File: config.mk
export PLATFORM = sky130hd
export DESIGN_NAME = flight_termination_monitor_core_flat
export DESIGN_NICKNAME = d
export VERILOG_FILES = /design/src/sv/ftm_pkg.sv /design/src/sv/ftm_if.sv /design/src/sv/flight_termination_monitor_core.sv /design/src/sv/ftm_cfg.sv /design/src/sv/ftm_pre.sv /design/src/sv/ftm_update.sv /design/src/flat_wrapper.sv
export SDC_FILE = /design/constraint.sdc
export NUM_CORES = 2
export LEC_CHECK = 0
export BUFFER_PORTS_ARGS = -buffer_cell sky130_fd_sc_hd__buf_2
export CAP_MARGIN = 20
export CORE_MARGIN = 8
export CORE_UTILIZATION = 60
export DETAILED_ROUTE_END_ITERATION = 8
export PLACE_DENSITY_LB_ADDON = 0.12
export REMOVE_ABC_BUFFERS = 1
export SETUP_SLACK_MARGIN = 0.3
export SLEW_MARGIN = 20
export SYNTH_ARGS = -nofsm -noshare
export SYNTH_HDL_FRONTEND = slang
export SYNTH_SLANG_ARGS = --single-unit
File: constraint.sdc
create_clock -name i_clk -period 23.4 [get_ports i_clk]
set_input_delay 2.34 -clock i_clk [delete_from_list [all_inputs] [get_ports i_clk]]
set_output_delay 2.34 -clock i_clk [all_outputs]
set_load 0.02 [all_outputs]
File: src/sv/ftm_pkg.sv
`timescale 1ns / 1ps
// Shared types, codes, reset values and helper functions for the flight
// termination monitor. No dependencies.
package ftm_pkg;

    // Widths of payload fields and parameter defaults
    localparam int ANGLE_WIDTH_DEF = 16;
    localparam int ACCEL_WIDTH_DEF = 16;
    localparam int ANGLE_MAX_W     = 32;
    localparam int MAG_W           = 32;
    localparam int CFG_IDX_W       = 3;
    localparam int CFG_DATA_W      = 32;

    // Configuration register indexes
    localparam logic [CFG_IDX_W-1:0] REG_WARN_PITCH   = 3'd0;
    localparam logic [CFG_IDX_W-1:0] REG_WARN_ROLL    = 3'd1;
    localparam logic [CFG_IDX_W-1:0] REG_PANIC_PITCH  = 3'd2;
    localparam logic [CFG_IDX_W-1:0] REG_PANIC_ROLL   = 3'd3;
    localparam logic [CFG_IDX_W-1:0] REG_WARN_TO_PANIC = 3'd4;
    localparam logic [CFG_IDX_W-1:0] REG_DEADMAN      = 3'd5;
    localparam logic [CFG_IDX_W-1:0] REG_FREEFALL     = 3'd6;
    localparam logic [CFG_IDX_W-1:0] REG_TIME_STEP    = 3'd7;

    // Configuration reset values
    localparam logic [31:0] RST_WARN_BOUNDS   = 32'd214823731;
    localparam logic [31:0] RST_PANIC_BOUNDS  = 32'd536928256;
    localparam logic [15:0] RST_WARN_TO_PANIC = 16'd2000;
    localparam logic [15:0] RST_DEADMAN       = 16'd1500;
    localparam logic [31:0] RST_FREEFALL      = 32'd300;
    localparam logic [9:0]  RST_TIME_STEP     = 10'd100;

    // Autopilot status codes carried by a heartbeat
    localparam logic [7:0] STS_BOOT        = 8'd1;
    localparam logic [7:0] STS_CALIBRATING = 8'd2;
    localparam logic [7:0] STS_STANDBY     = 8'd3;
    localparam logic [7:0] STS_ACTIVE      = 8'd4;
    localparam logic [7:0] STS_CRITICAL    = 8'd5;
    localparam logic [7:0] STS_EMERGENCY   = 8'd6;
    localparam logic [7:0] STS_TERMINATION = 8'd8;

    // Reported mode codes
    localparam logic [2:0] MC_UNINIT  = 3'd0;
    localparam logic [2:0] MC_BOOT    = 3'd1;
    localparam logic [2:0] MC_CAL     = 3'd2;
    localparam logic [2:0] MC_STANDBY = 3'd3;
    localparam logic [2:0] MC_ACTIVE  = 3'd4;
    localparam logic [2:0] MC_EMERG   = 3'd5;
    localparam logic [2:0] MC_TERM    = 3'd6;

    typedef enum logic [1:0] {
        CMD_HEARTBEAT = 2'd0,
        CMD_ATTITUDE  = 2'd1,
        CMD_ACCEL     = 2'd2,
        CMD_TICK      = 2'd3
    } t_cmd;

    // Tracked autopilot mode, one-hot
    typedef enum logic [6:0] {
        MODE_UNINIT  = 7'b0000001,
        MODE_BOOT    = 7'b0000010,
        MODE_CAL     = 7'b0000100,
        MODE_STANDBY = 7'b0001000,
        MODE_ACTIVE  = 7'b0010000,
        MODE_EMERG   = 7'b0100000,
        MODE_TERM    = 7'b1000000
    } t_mode;

    typedef struct packed {
        logic [31:0] warn_pitch_bounds;
        logic [31:0] warn_roll_bounds;
        logic [31:0] panic_pitch_bounds;
        logic [31:0] panic_roll_bounds;
        logic [15:0] panic_delay_ms;
        logic [15:0] deadman_ms;
        logic [31:0] freefall_threshold;
        logic [9:0]  time_step;
    } t_cfg;

    // Stage-one result: decoded event with window checks and magnitude
    typedef struct packed {
        t_cmd              cmd;
        logic [7:0]        system_status;
        logic              warn_ok;
        logic              panic_ok;
        logic [MAG_W-1:0]  mag;
    } t_pre;

    typedef struct packed {
        logic       fire;
        logic       disarm_pulse;
        logic       rearm_pulse;
        logic       armed;
        logic       warning;
        logic [2:0] mode;
    } t_res;

    // Strict window test: min < angle < max, bounds packed as two Q3.12 halves
    function automatic logic in_window(input logic signed [ANGLE_MAX_W-1:0] a,
                                       input logic [31:0] bounds);
        logic signed [ANGLE_MAX_W-1:0] lo;
        logic signed [ANGLE_MAX_W-1:0] hi;
        lo = ANGLE_MAX_W'($signed(bounds[15:0]));
        hi = ANGLE_MAX_W'($signed(bounds[31:16]));
        return (a > lo) && (a < hi);
    endfunction

    // Add a time step to a 16-bit elapsed counter, saturating at all ones
    function automatic logic [15:0] sat_add16(input logic [15:0] a, input logic [9:0] b);
        logic [16:0] s;
        s = {1'b0, a} + 17'(b);
        return s[16] ? 16'hFFFF : s[15:0];
    endfunction

    function automatic logic [2:0] mode_code(input t_mode m);
        logic [2:0] c;
        unique case (m)
            MODE_UNINIT:  c = MC_UNINIT;
            MODE_BOOT:    c = MC_BOOT;
            MODE_CAL:     c = MC_CAL;
            MODE_STANDBY: c = MC_STANDBY;
            MODE_ACTIVE:  c = MC_ACTIVE;
            MODE_EMERG:   c = MC_EMERG;
            MODE_TERM:    c = MC_TERM;
            default:      c = MC_UNINIT;
        endcase
        return c;
    endfunction

endpackage

File: src/sv/ftm_if.sv
`timescale 1ns / 1ps
// Valid/ready channel interfaces for monitor events and monitor results.
// Depends on ftm_pkg for default field widths.
interface ftm_in_if #(
    parameter int ANGLE_WIDTH = ftm_pkg::ANGLE_WIDTH_DEF,
    parameter int ACCEL_WIDTH = ftm_pkg::ACCEL_WIDTH_DEF
);
    logic                           valid;
    logic                           ready;
    logic [1:0]                     command;
    logic [7:0]                     system_status;
    logic signed [ANGLE_WIDTH-1:0]  pitch;
    logic signed [ANGLE_WIDTH-1:0]  roll;
    logic signed [ACCEL_WIDTH-1:0]  accel_x;
    logic signed [ACCEL_WIDTH-1:0]  accel_y;
    logic signed [ACCEL_WIDTH-1:0]  accel_z;

    modport source (
        output valid, command, system_status, pitch, roll, accel_x, accel_y, accel_z,
        input  ready
    );
    modport sink (
        input  valid, command, system_status, pitch, roll, accel_x, accel_y, accel_z,
        output ready
    );
endinterface

interface ftm_out_if;
    logic       valid;
    logic       ready;
    logic       fire;
    logic       disarm_pulse;
    logic       rearm_pulse;
    logic       armed;
    logic       warning;
    logic [2:0] mode;

    modport source (
        output valid, fire, disarm_pulse, rearm_pulse, armed, warning, mode,
        input  ready
    );
    modport sink (
        input  valid, fire, disarm_pulse, rearm_pulse, armed, warning, mode,
        output ready
    );
endinterface

File: src/sv/flight_termination_monitor_core.sv
`timescale 1ns / 1ps
// Flight termination monitor top level. An accepted event passes through the
// input stage register, then the result register, before its result is offered.
// Throughput: one event per cycle while the result channel is not stalled.
// Reset: synchronous, active low; clears the mode to uninitialized, the arm
// flag, counters and deadman, and loads the configuration defaults.
module flight_termination_monitor_core #(
    parameter int ANGLE_WIDTH = ftm_pkg::ANGLE_WIDTH_DEF,
    parameter int ACCEL_WIDTH = ftm_pkg::ACCEL_WIDTH_DEF
) (
    input  logic                            i_clk,
    input  logic                            i_rst_n,
    input  logic                            i_cfg_we,
    input  logic [ftm_pkg::CFG_IDX_W-1:0]   i_cfg_idx,
    input  logic [ftm_pkg::CFG_DATA_W-1:0]  i_cfg_wdata,
    ftm_in_if.sink                          i_evt,
    ftm_out_if.source                       o_res
);
    import ftm_pkg::*;

    t_cfg cfg;
    t_pre pre;
    t_res res;
    logic pre_valid;
    logic res_valid;
    logic adv;
    logic load;

    // Advance when the result register is free or being drained
    assign adv          = !res_valid || o_res.ready;
    assign i_evt.ready  = !pre_valid || adv;
    assign load         = i_evt.valid && i_evt.ready;

    ftm_cfg u_cfg (
        .i_clk       (i_clk),
        .i_rst_n     (i_rst_n),
        .i_cfg_we    (i_cfg_we),
        .i_cfg_idx   (i_cfg_idx),
        .i_cfg_wdata (i_cfg_wdata),
        .o_cfg       (cfg)
    );

    ftm_pre #(
        .ANGLE_WIDTH (ANGLE_WIDTH),
        .ACCEL_WIDTH (ACCEL_WIDTH)
    ) u_pre (
        .i_clk           (i_clk),
        .i_rst_n         (i_rst_n),
        .i_load          (load),
        .i_adv           (adv),
        .i_command       (i_evt.command),
        .i_system_status (i_evt.system_status),
        .i_pitch         (i_evt.pitch),
        .i_roll          (i_evt.roll),
        .i_accel_x       (i_evt.accel_x),
        .i_accel_y       (i_evt.accel_y),
        .i_accel_z       (i_evt.accel_z),
        .i_cfg           (cfg),
        .o_valid         (pre_valid),
        .o_pre           (pre)
    );

    ftm_update u_update (
        .i_clk   (i_clk),
        .i_rst_n (i_rst_n),
        .i_adv   (adv),
        .i_valid (pre_valid),
        .i_pre   (pre),
        .i_cfg   (cfg),
        .o_valid (res_valid),
        .o_res   (res)
    );

    // Drive the result channel
    assign o_res.valid        = res_valid;
    assign o_res.fire         = res.fire;
    assign o_res.disarm_pulse = res.disarm_pulse;
    assign o_res.rearm_pulse  = res.rearm_pulse;
    assign o_res.armed        = res.armed;
    assign o_res.warning      = res.warning;
    assign o_res.mode         = res.mode;

    // Back-pressure reaches the input only when both stages are full
    a_stall_full: assert property (@(posedge i_clk) disable iff (!i_rst_n)
        !i_evt.ready |-> (pre_valid && res_valid && !o_res.ready))
        else $error("input stalled while a stage is free");

    // Rearm leaves the output armed in active mode
    a_rearm: assert property (@(posedge i_clk) disable iff (!i_rst_n)
        (o_res.valid && o_res.rearm_pulse) |-> (o_res.armed && o_res.mode == MC_ACTIVE))
        else $error("rearm without armed active mode");

    // Disarm leaves the output disarmed in standby
    a_disarm: assert property (@(posedge i_clk) disable iff (!i_rst_n)
        (o_res.valid && o_res.disarm_pulse) |->
            (!o_res.armed && !o_res.rearm_pulse && o_res.mode == MC_STANDBY))
        else $error("disarm inconsistent with arm flag or mode");

endmodule

File: src/sv/ftm_cfg.sv
`timescale 1ns / 1ps
// Configuration register file of the monitor: eight write-only registers.
// Depends on ftm_pkg.
module ftm_cfg (
    input  logic                                i_clk,
    input  logic                                i_rst_n,
    input  logic                                i_cfg_we,
    input  logic [ftm_pkg::CFG_IDX_W-1:0]       i_cfg_idx,
    input  logic [ftm_pkg::CFG_DATA_W-1:0]      i_cfg_wdata,
    output ftm_pkg::t_cfg                       o_cfg
);
    import ftm_pkg::*;

    t_cfg r_cfg;
    t_cfg n_cfg;

    // Decode the register index and merge write data
    always_comb begin
        n_cfg = r_cfg;
        if (i_cfg_we) begin
            unique case (i_cfg_idx)
                REG_WARN_PITCH:    n_cfg.warn_pitch_bounds  = i_cfg_wdata;
                REG_WARN_ROLL:     n_cfg.warn_roll_bounds   = i_cfg_wdata;
                REG_PANIC_PITCH:   n_cfg.panic_pitch_bounds = i_cfg_wdata;
                REG_PANIC_ROLL:    n_cfg.panic_roll_bounds  = i_cfg_wdata;
                REG_WARN_TO_PANIC: n_cfg.panic_delay_ms     = i_cfg_wdata[15:0];
                REG_DEADMAN:       n_cfg.deadman_ms         = i_cfg_wdata[15:0];
                REG_FREEFALL:      n_cfg.freefall_threshold = i_cfg_wdata;
                REG_TIME_STEP:     n_cfg.time_step          = i_cfg_wdata[9:0];
                default: ;
            endcase
        end
    end

    always_ff @(posedge i_clk) begin
        if (!i_rst_n) begin
            r_cfg.warn_pitch_bounds  <= RST_WARN_BOUNDS;
            r_cfg.warn_roll_bounds   <= RST_WARN_BOUNDS;
            r_cfg.panic_pitch_bounds <= RST_PANIC_BOUNDS;
            r_cfg.panic_roll_bounds  <= RST_PANIC_BOUNDS;
            r_cfg.panic_delay_ms     <= RST_WARN_TO_PANIC;
            r_cfg.deadman_ms         <= RST_DEADMAN;
            r_cfg.freefall_threshold <= RST_FREEFALL;
            r_cfg.time_step          <= RST_TIME_STEP;
        end else begin
            r_cfg <= n_cfg;
        end
    end

    assign o_cfg = r_cfg;

endmodule

File: src/sv/ftm_pre.sv
`timescale 1ns / 1ps
// Input register stage: window checks on attitude and squared acceleration
// magnitude, registered with the event command. Depends on ftm_pkg.
module ftm_pre #(
    parameter int ANGLE_WIDTH = ftm_pkg::ANGLE_WIDTH_DEF,
    parameter int ACCEL_WIDTH = ftm_pkg::ACCEL_WIDTH_DEF
) (
    input  logic                            i_clk,
    input  logic                            i_rst_n,
    input  logic                            i_load,
    input  logic                            i_adv,
    input  logic [1:0]                      i_command,
    input  logic [7:0]                      i_system_status,
    input  logic signed [ANGLE_WIDTH-1:0]   i_pitch,
    input  logic signed [ANGLE_WIDTH-1:0]   i_roll,
    input  logic signed [ACCEL_WIDTH-1:0]   i_accel_x,
    input  logic signed [ACCEL_WIDTH-1:0]   i_accel_y,
    input  logic signed [ACCEL_WIDTH-1:0]   i_accel_z,
    input  ftm_pkg::t_cfg                   i_cfg,
    output logic                            o_valid,
    output ftm_pkg::t_pre                   o_pre
);
    import ftm_pkg::*;

    localparam int SQ_W = 2 * ACCEL_WIDTH;

    logic                           r_valid;
    t_pre                           r_pre;
    t_pre                           n_pre;
    logic signed [ANGLE_MAX_W-1:0]  pitch_ext;
    logic signed [ANGLE_MAX_W-1:0]  roll_ext;
    logic signed [SQ_W-1:0]         sq_x;
    logic signed [SQ_W-1:0]         sq_y;
    logic signed [SQ_W-1:0]         sq_z;
    logic [SQ_W-1:0]                mag;

    // Sign-extend angles to the common compare width
    assign pitch_ext = ANGLE_MAX_W'(i_pitch);
    assign roll_ext  = ANGLE_MAX_W'(i_roll);

    // Squares are non-negative and their sum fits in twice the sample width
    assign sq_x = SQ_W'(i_accel_x) * SQ_W'(i_accel_x);
    assign sq_y = SQ_W'(i_accel_y) * SQ_W'(i_accel_y);
    assign sq_z = SQ_W'(i_accel_z) * SQ_W'(i_accel_z);
    assign mag  = $unsigned(sq_x) + $unsigned(sq_y) + $unsigned(sq_z);

    always_comb begin
        n_pre.cmd           = t_cmd'(i_command);
        n_pre.system_status = i_system_status;
        n_pre.warn_ok       = in_window(pitch_ext, i_cfg.warn_pitch_bounds)
                            && in_window(roll_ext, i_cfg.warn_roll_bounds);
        n_pre.panic_ok      = in_window(pitch_ext, i_cfg.panic_pitch_bounds)
                            && in_window(roll_ext, i_cfg.panic_roll_bounds);
        n_pre.mag           = MAG_W'(mag);
    end

    // Hold the stage while the next stage stalls
    always_ff @(posedge i_clk) begin
        if (!i_rst_n) begin
            r_valid <= 1'b0;
        end else if (i_load) begin
            r_valid <= 1'b1;
        end else if (i_adv) begin
            r_valid <= 1'b0;
        end
    end

    always_ff @(posedge i_clk) begin
        if (i_load) begin
            r_pre <= n_pre;
        end
    end

    assign o_valid = r_valid;
    assign o_pre   = r_pre;

endmodule

File: src/sv/ftm_update.sv
`timescale 1ns / 1ps
// Monitor state update and result register: mode tracking, arm flag,
// elapsed counters and deadman timer. Depends on ftm_pkg.
module ftm_update (
    input  logic            i_clk,
    input  logic            i_rst_n,
    input  logic            i_adv,
    input  logic            i_valid,
    input  ftm_pkg::t_pre   i_pre,
    input  ftm_pkg::t_cfg   i_cfg,
    output logic            o_valid,
    output ftm_pkg::t_res   o_res
);
    import ftm_pkg::*;

    t_mode       r_mode;
    t_mode       n_mode;
    logic        r_arm;
    logic        n_arm;
    logic        r_sdelay;
    logic        n_sdelay;
    logic [15:0] r_warn;
    logic [15:0] n_warn;
    logic [15:0] r_fall;
    logic [15:0] n_fall;
    logic [15:0] r_dead;
    logic [15:0] n_dead;
    logic        r_valid;
    t_res        r_res;
    t_res        n_res;
    logic        acc_ok;

    assign acc_ok = i_pre.mag > i_cfg.freefall_threshold;

    // Apply one event to the monitor state
    always_comb begin
        n_mode   = r_mode;
        n_arm    = r_arm;
        n_sdelay = r_sdelay;
        n_warn   = r_warn;
        n_fall   = r_fall;
        n_dead   = r_dead;
        n_res    = '0;
        unique case (i_pre.cmd)
            CMD_HEARTBEAT: begin
                n_dead = i_cfg.deadman_ms;
                unique case (i_pre.system_status) inside
                    STS_BOOT:        n_mode = MODE_BOOT;
                    STS_CALIBRATING: n_mode = MODE_CAL;
                    STS_STANDBY: begin
                        // first standby after active only clears the delay
                        if (r_mode != MODE_STANDBY) begin
                            if (r_sdelay) begin
                                n_sdelay = 1'b0;
                            end else begin
                                n_res.disarm_pulse = 1'b1;
                                n_arm              = 1'b0;
                                n_mode             = MODE_STANDBY;
                            end
                        end
                    end
                    STS_ACTIVE: begin
                        if (r_mode == MODE_STANDBY) begin
                            n_res.rearm_pulse = 1'b1;
                            n_arm             = 1'b1;
                        end
                        n_sdelay = 1'b1;
                        n_mode   = MODE_ACTIVE;
                    end
                    STS_CRITICAL, STS_EMERGENCY: n_mode = MODE_EMERG;
                    STS_TERMINATION: begin
                        n_res.fire = 1'b1;
                        n_mode     = MODE_TERM;
                    end
                    default: ;
                endcase
            end
            CMD_ATTITUDE: begin
                n_warn        = i_pre.warn_ok ? 16'd0 : sat_add16(r_warn, i_cfg.time_step);
                n_res.fire    = !i_pre.panic_ok || (n_warn >= i_cfg.panic_delay_ms);
                n_res.warning = !i_pre.warn_ok;
            end
            CMD_ACCEL: begin
                n_fall        = acc_ok ? 16'd0 : sat_add16(r_fall, i_cfg.time_step);
                n_res.fire    = n_fall > i_cfg.panic_delay_ms;
                n_res.warning = !acc_ok;
            end
            CMD_TICK: begin
                // count down a running deadman, fire once on reaching zero
                if (r_dead != 16'd0) begin
                    n_dead     = r_dead - 16'd1;
                    n_res.fire = (r_dead == 16'd1);
                end
            end
            default: ;
        endcase
        n_res.armed = n_arm;
        n_res.mode  = mode_code(n_mode);
    end

    always_ff @(posedge i_clk) begin
        if (!i_rst_n) begin
            r_mode   <= MODE_UNINIT;
            r_arm    <= 1'b0;
            r_sdelay <= 1'b0;
            r_warn   <= 16'd0;
            r_fall   <= 16'd0;
            r_dead   <= 16'd0;
            r_valid  <= 1'b0;
        end else if (i_adv) begin
            r_valid <= i_valid;
            if (i_valid) begin
                r_mode   <= n_mode;
                r_arm    <= n_arm;
                r_sdelay <= n_sdelay;
                r_warn   <= n_warn;
                r_fall   <= n_fall;
                r_dead   <= n_dead;
            end
        end
    end

    // Result register, loaded with each transaction that advances
    always_ff @(posedge i_clk) begin
        if (i_adv && i_valid) begin
            r_res <= n_res;
        end
    end

    assign o_valid = r_valid;
    assign o_res   = r_res;

endmodule
File: src/flat_wrapper.sv
// flat-port wrapper written by rule: the top's interface ports become plain ports
module flight_termination_monitor_core_flat import ftm_pkg::*;
#(
    parameter int ANGLE_WIDTH = ftm_pkg::ANGLE_WIDTH_DEF,
    parameter int ACCEL_WIDTH = ftm_pkg::ACCEL_WIDTH_DEF
)
  (i_clk, i_rst_n, i_cfg_we, i_cfg_idx, i_cfg_wdata, i_evt_valid, i_evt_command, i_evt_system_status, i_evt_pitch, i_evt_roll, i_evt_accel_x, i_evt_accel_y, i_evt_accel_z, i_evt_ready, o_res_valid, o_res_fire, o_res_disarm_pulse, o_res_rearm_pulse, o_res_armed, o_res_warning, o_res_mode, o_res_ready);
  ftm_in_if #(.ANGLE_WIDTH(ANGLE_WIDTH), .ACCEL_WIDTH(ACCEL_WIDTH)) i_evt_i ();
  ftm_out_if o_res_i ();
  input  logic i_clk;
  input  logic i_rst_n;
  input  logic i_cfg_we;
  input  logic [ftm_pkg::CFG_IDX_W-1:0] i_cfg_idx;
  input  logic [ftm_pkg::CFG_DATA_W-1:0] i_cfg_wdata;
  input wire logic [$bits(i_evt_i.valid)-1:0] i_evt_valid;
  input wire logic [$bits(i_evt_i.command)-1:0] i_evt_command;
  input wire logic [$bits(i_evt_i.system_status)-1:0] i_evt_system_status;
  input wire logic [$bits(i_evt_i.pitch)-1:0] i_evt_pitch;
  input wire logic [$bits(i_evt_i.roll)-1:0] i_evt_roll;
  input wire logic [$bits(i_evt_i.accel_x)-1:0] i_evt_accel_x;
  input wire logic [$bits(i_evt_i.accel_y)-1:0] i_evt_accel_y;
  input wire logic [$bits(i_evt_i.accel_z)-1:0] i_evt_accel_z;
  output wire logic [$bits(i_evt_i.ready)-1:0] i_evt_ready;
  output wire logic [$bits(o_res_i.valid)-1:0] o_res_valid;
  output wire logic [$bits(o_res_i.fire)-1:0] o_res_fire;
  output wire logic [$bits(o_res_i.disarm_pulse)-1:0] o_res_disarm_pulse;
  output wire logic [$bits(o_res_i.rearm_pulse)-1:0] o_res_rearm_pulse;
  output wire logic [$bits(o_res_i.armed)-1:0] o_res_armed;
  output wire logic [$bits(o_res_i.warning)-1:0] o_res_warning;
  output wire logic [$bits(o_res_i.mode)-1:0] o_res_mode;
  input wire logic [$bits(o_res_i.ready)-1:0] o_res_ready;
  assign i_evt_i.valid = i_evt_valid;
  assign i_evt_i.command = i_evt_command;
  assign i_evt_i.system_status = i_evt_system_status;
  assign i_evt_i.pitch = i_evt_pitch;
  assign i_evt_i.roll = i_evt_roll;
  assign i_evt_i.accel_x = i_evt_accel_x;
  assign i_evt_i.accel_y = i_evt_accel_y;
  assign i_evt_i.accel_z = i_evt_accel_z;
  assign i_evt_ready = i_evt_i.ready;
  assign o_res_valid = o_res_i.valid;
  assign o_res_fire = o_res_i.fire;
  assign o_res_disarm_pulse = o_res_i.disarm_pulse;
  assign o_res_rearm_pulse = o_res_i.rearm_pulse;
  assign o_res_armed = o_res_i.armed;
  assign o_res_warning = o_res_i.warning;
  assign o_res_mode = o_res_i.mode;
  assign o_res_i.ready = o_res_ready;
  flight_termination_monitor_core #(.ANGLE_WIDTH(ANGLE_WIDTH), .ACCEL_WIDTH(ACCEL_WIDTH)) u_core (.i_clk(i_clk), .i_rst_n(i_rst_n), .i_cfg_we(i_cfg_we), .i_cfg_idx(i_cfg_idx), .i_cfg_wdata(i_cfg_wdata), .i_evt(i_evt_i), .o_res(o_res_i));
endmodule
; ---- Word level (Yosys, flattened, before mapping)
; Cells that the tools add are included.
[totals]
in_bits = 130
out_inout_bits = 10
wordCells = 138
regBits = 313
[op_classes]
n_lt_le_gt_ge = 11
n_mul = 3
mux = 26
eq_ne = 28
n_addsub = 5
n_reduce_logical = 38
[ops]
columns = op, count
row1 = $mul 16x16->32, 3
row2 = $gt 16x16->1, 5
row3 = $mux 16, 5
row4 = $add 32x32->32, 2
row5 = $lt 16x16->1, 4
row6 = $pmux 7 s6, 1
row7 = $add 16x10->17, 2
row8 = $gt 32x32->1, 1
row9 = $pmux 16 s2, 1
row10 = $eq 8x3->1 const B, 3
row11 = $mux 7, 3
row12 = $reduce_and 2->1, 10
row13 = $pmux 3 s6, 1
row14 = $eq 16x1->1 const B, 1
row15 = $eq 8x2->1 const B, 2
row16 = $ge 16x16->1, 1
row17 = $reduce_bool 16->1, 1
row18 = $sub 16x1->16 const B, 1
row19 = $eq 7x4->1 const B, 2
row20 = $eq 3x3->1 const B, 4
row21 = $mux 1, 11
row22 = $reduce_and 3->1, 3
row23 = $eq 8x1->1 const B, 1
row24 = $eq 8x4->1 const B, 1
row25 = 23 further kinds, 42

; ---- Depth between registers and ports, before layout
[depth]
word_depth = 6
ltp_mapped = 32
depth_no_buf = 29

; ---- Cells and area by module
; From an unflattened synthesis, not the netlist that was laid out.
[hier_totals]
cells_unflattened = 4833
hier_area_um2 = 45379.8
[by_module_without_submodules]
columns = module, seq_area_each_um2, area_per_inst_um2, cells_per_inst, n_inst
row1 = ftm_pre, 1341.3, 31435.1, 3294, 1
row2 = ftm_cfg, 4043.9, 7658.6, 728, 1
row3 = ftm_update, 1401.3, 6251.0, 808, 1
row4 = flight_termination_monitor_core, 0.0, 35.0, 3, 1

; ---- Worst setup path after synthesis
; Ideal clock, no wire load.
[synth_path]
path_type = input -> register
startpoint = input i_evt_accel_z[0]
endpoint = register u_core.u_pre.r_pre (netlist bit u_core.u_pre.o_pre[30]) (data pin)
t_required_ns = 23.142
setup_slack_ns = 13.497
setup_time_ns = 0.258
t_arrival_ns = 9.645
path_buffers = 1
stages = 26
cell_sequence = clkbuf_1 -> nand2_1 -> fa_1 -> fa_1 -> inv_1 -> fa_1 -> inv_1 -> fa_1 -> inv_1 -> fa_1 -> fa_1 -> fa_1 -> fa_1 -> inv_1 -> fa_1 -> inv_1 -> ha_1 -> a21oi_1 -> o21ai_0 -> a211oi_1 -> a21oi_1 -> a221oi_1 -> a21oi_1 -> a21o_1 -> a21oi_1 -> xnor2_1
[synth_via]
elab_chain_cells = 2
[synth_lines]
columns = element, line_no
row1 = start: declaration, flat_wrapper.sv:22  ; input wire logic [$bits(i_evt_i.accel_z)-1:0] i_evt_accel_z;
row2 = $mul 16x16->32, ftm_pre.sv:44  ; assign sq_z = SQ_W'(i_accel_z) * SQ_W'(i_accel_z);
row3 = $add 32x32->32, ftm_pre.sv:45  ; assign mag = $unsigned(sq_x) + $unsigned(sq_y) + $unsigned(sq_z);
row4 = net u_core.u_pre.mag[30], ftm_pre.sv:35  ; logic [SQ_W-1:0] mag;
row5 = end signal: assignment, ftm_pre.sv:70  ; r_pre <= n_pre;
row6 = end: declaration, ftm_pre.sv:28  ; t_pre r_pre;
; The timed path passes the listed nets, and every way through them passes these cells.
; A chain may end at the register's enable or synchronous reset.

; ---- Final worst setup path
[layout_path]
startpoint = input i_evt_accel_y[0]
endpoint = register u_core.u_pre.r_pre (netlist bit u_core.u_pre.o_pre[31]) (data pin)
[layout_via]
elab_chain_cells = 3
[layout_lines]
columns = element, line_no
row1 = start: declaration, flat_wrapper.sv:21  ; input wire logic [$bits(i_evt_i.accel_y)-1:0] i_evt_accel_y;
row2 = $mul 16x16->32, ftm_pre.sv:43  ; assign sq_y = SQ_W'(i_accel_y) * SQ_W'(i_accel_y);
row3 = $add 32x32->32 (2 in a row), ftm_pre.sv:45
row4 = net u_core.u_pre.mag[31], ftm_pre.sv:35
; The timed path passes the listed nets, and every way through them passes these cells.

==> results.yml <==
detailed_routing:
  antenna_left: 0
  drt_first_pass_iters: 5
  vias: 31003
  drt_wl_total_mm: 105
  viasPerCell: 5.29
  drt_iter0_drc: 1578
  wl_per_cell_um: 17.8
  drc: 0
floorplan:
  initial_core_util_pct: 60.7
  die_h_um: 288
  io_pins: 140
  die_x_um: 288
  die-area_sq_um: 82900
  core-area_sq_um: 73100
  rows: 99
timing:
  slew_violations: 0
  slew_headroom_pct: 30.2
  max_slew.worst_pin.slew_ps: 1050
  finalSetupViolCount: 0
  fin_skew_ps: 9.48
  finalSetupTns_ps: 0
  rsz0062_at_grt: "false"
  finalCriticalPeriod_ps: 10240
  hold_violations: 0
  fmax_mhz: 97.6
  period_share_pct: 43.8
critical_path:
  cpMaxStageDelayCell: "and2_1"
  r2r_cells: 19
  start_kind: "input pin"
  critPathTopFamily: "adder cells"
  worstPathRequired_ps: 23700
  critPathCaptureType: "flop"
  crit_type: "input pin to flop"
  path_max_fanout: 23
  cp.depth: 26
  cp.arrival_ps: 10540
  worst_path_largest_cell_delay_ps: 660
  cpMostUsedCell: "fa_1"
  r2r_slack_ps: 18720
  crit_buf_inv: 7
synth:
  synth_edf_count: 52
  synth_fa_ha_area_share_pct: 48.6
  synthXorXnorAreaFrac_pct: 1.87
  yosys-top-cells-area: "fa_1 37%, dfxtp_1 12%, ha_1 12%, inv_1 10%, nand2_1 5.4%"
  synth_compound_area_share_pct: 9.39
  synth_area_per_cell_sq_um: 9.16
  synth_top_family_by_area: "adder cells"
  synth_top_area_share_pct: 37.0
  async_flop_share_pct: 0
  yosysTopAreaCell: "fa_1"
  synth_top_cells_by_count: "1221 x inv_1, 820 x fa_1, 633 x nand2_1"
  yosys_warnings: 0
  netlist_area_sq_um: 44400
  yosysUniqueCellTypes: 90
  synth_mux_area_share_pct: 0.164
  synth-main-ff-cell: "dfxtp_1"
  yosysSeqAreaShare_pct: 15.3
  ys_ff_latch: 313
  synth_cells: 4845
  synth.most_common_cell: "inv_1"
  yosys.area_share.simple_pct: 12.9
clock_network:
  cts_buffers: 30
  cts_max_level: 1
  cts-resized-gates: 0
  post-cts-setup-buffers: 0
  cts_tree: "yes"
  cts_hold_buf: 0
  clk_latency_ps: 560
  clk_pin_slew_ps: 70
  clkSinkCount: 313
  root_buffer: "clkbuf_16"
  clockBufferDepth: 3
final_layout:
  layout.nets: 6234
  drive_above_1_share_pct: 5.21
  area_delta_synth_final_pct: 5.58
place:
  port_buffers: 139
  dp.final_hpwl_mm: 87.2
  place_congestion: 0.917
job:
  max-cap-violations: 0
global_routing:
  grt_max_degree: 96
  grt_pass1_wl_mm: 172
  grt_pass1_vias: 32385
  grt.total_usage_pct: 26.0
  gr-total-overflow: 0
  antenna_found_initial: 5
worst_hold_path:
  min_path_cells: 2
  min_path_type: "flop to flop"
run_status:
  status: "completed"
-- layer usage --
metal	share of wire (%)	track usage [%]
met5	0.012	0
met1	44	35.4
met3	5.3	3.03
met4	3.4	7.85
met2	47	43.7
-- cell type report --
type / count / area, sq um
Inverter: 1222 / 4590
Multi-Input combinational cell: 3152 / 32400
Antenna cell: 5 / 12.5
Sequential cell: 313 / 6790
Clock buffer: 33 / 826
Clock inverter: 23 / 243
Fill cell: 6261 / 26200
Tap cell: 959 / 1200
Timing Repair Buffer: 154 / 815
-- per-stage QoR --
| step | worst slack, ps | std cells | instance area, sq um | util, % | hold slack (ps) |
|---|---|---|---|---|---|
| final | 13160 | 5861 | 46900 | 64.1 | 460 |
| after floorplan | 13750 | 4687 | 43700 | - | 427 |
| after detailed placement | 12500 | 5800 | 45800 | 62.6 | 452 |
| after CTS | 13090 | 5856 | 46800 | 64.1 | 463 |
| after global routing | 12720 | 5858 | 46800 | 64.1 | 485 |
| after global placement | 12630 | 5800 | 45800 | 62.6 | 444 |
-- path summary, 6_finish.rpt --
kind,end,start
setup reg to reg,u_core.u_update.o_res[7],u_core.u_cfg.o_cfg[0]
setup / recovery,u_core.u_pre.o_pre[31],i_evt_accel_y[0]
hold reg to reg,u_core.u_update.r_warn[0],u_core.u_update.r_warn[0]
hold / removal,u_core.u_update.r_warn[0],u_core.u_update.r_warn[0]
-- sequential cells by signal (all words and copies together), names as in the netlist --
register and cells:
u_core.u_update.r_fall 16, u_core.u_update.r_dead 16, u_core.u_update.r_sdelay 1, u_core.u_update.r_arm 1, u_core.u_update.r_mode 7, u_core.u_cfg.o_cfg 202
u_core.u_update.o_valid 1, u_core.u_pre.o_valid 1, u_core.u_update.o_res 8, u_core.u_update.r_warn 16, u_core.u_pre.o_pre 44
-- cell usage in the layout, fill, tap and decap left out, drive strengths merged, types with 33 or more instances in the layout --
cell type / netlist / layout
a21boi: 149 / 149
a21o: 55 / 55
a21oi: 115 / 115
and2: 184 / 184
buf: 16 / 154
clkbuf: 142 / 33
dfxtp: 261 / 261
edfxtp: 52 / 52
fa: 820 / 820
ha: 411 / 411
inv: 1221 / 1223
nand2: 634 / 634
nand2b: 36 / 36
nand3: 47 / 47
nor2: 127 / 127
nor2b: 63 / 63
o211ai: 52 / 52
o21ai: 92 / 92
xnor2: 68 / 68
-- kinds of logic after synthesis --
| group | after synthesis |
|---|---|
| AO/OA/AOI/OAI | 601 |
| buffers and inverters | 1380 |
| flip-flops | 313 |
| adder cells (fa/ha/maj) | 1231 |
| XOR/XNOR | 95 |
| multiplexers | 7 |
| AND/OR/NAND/NOR | 1218 |
-- worst reg2reg max path, delay by kind of cell (launching register included) --
kind,cells,cell delay [ps]
AOI/OAI and AO/OA,10,2470
adders and majority gates,3,840
buffers and inverters,1,50
DFF,1,390
and+or+nand+nor,5,690
Power is not shown: default switching activity piles up to over one toggle a cycle in this logic, so the estimate is an artifact.
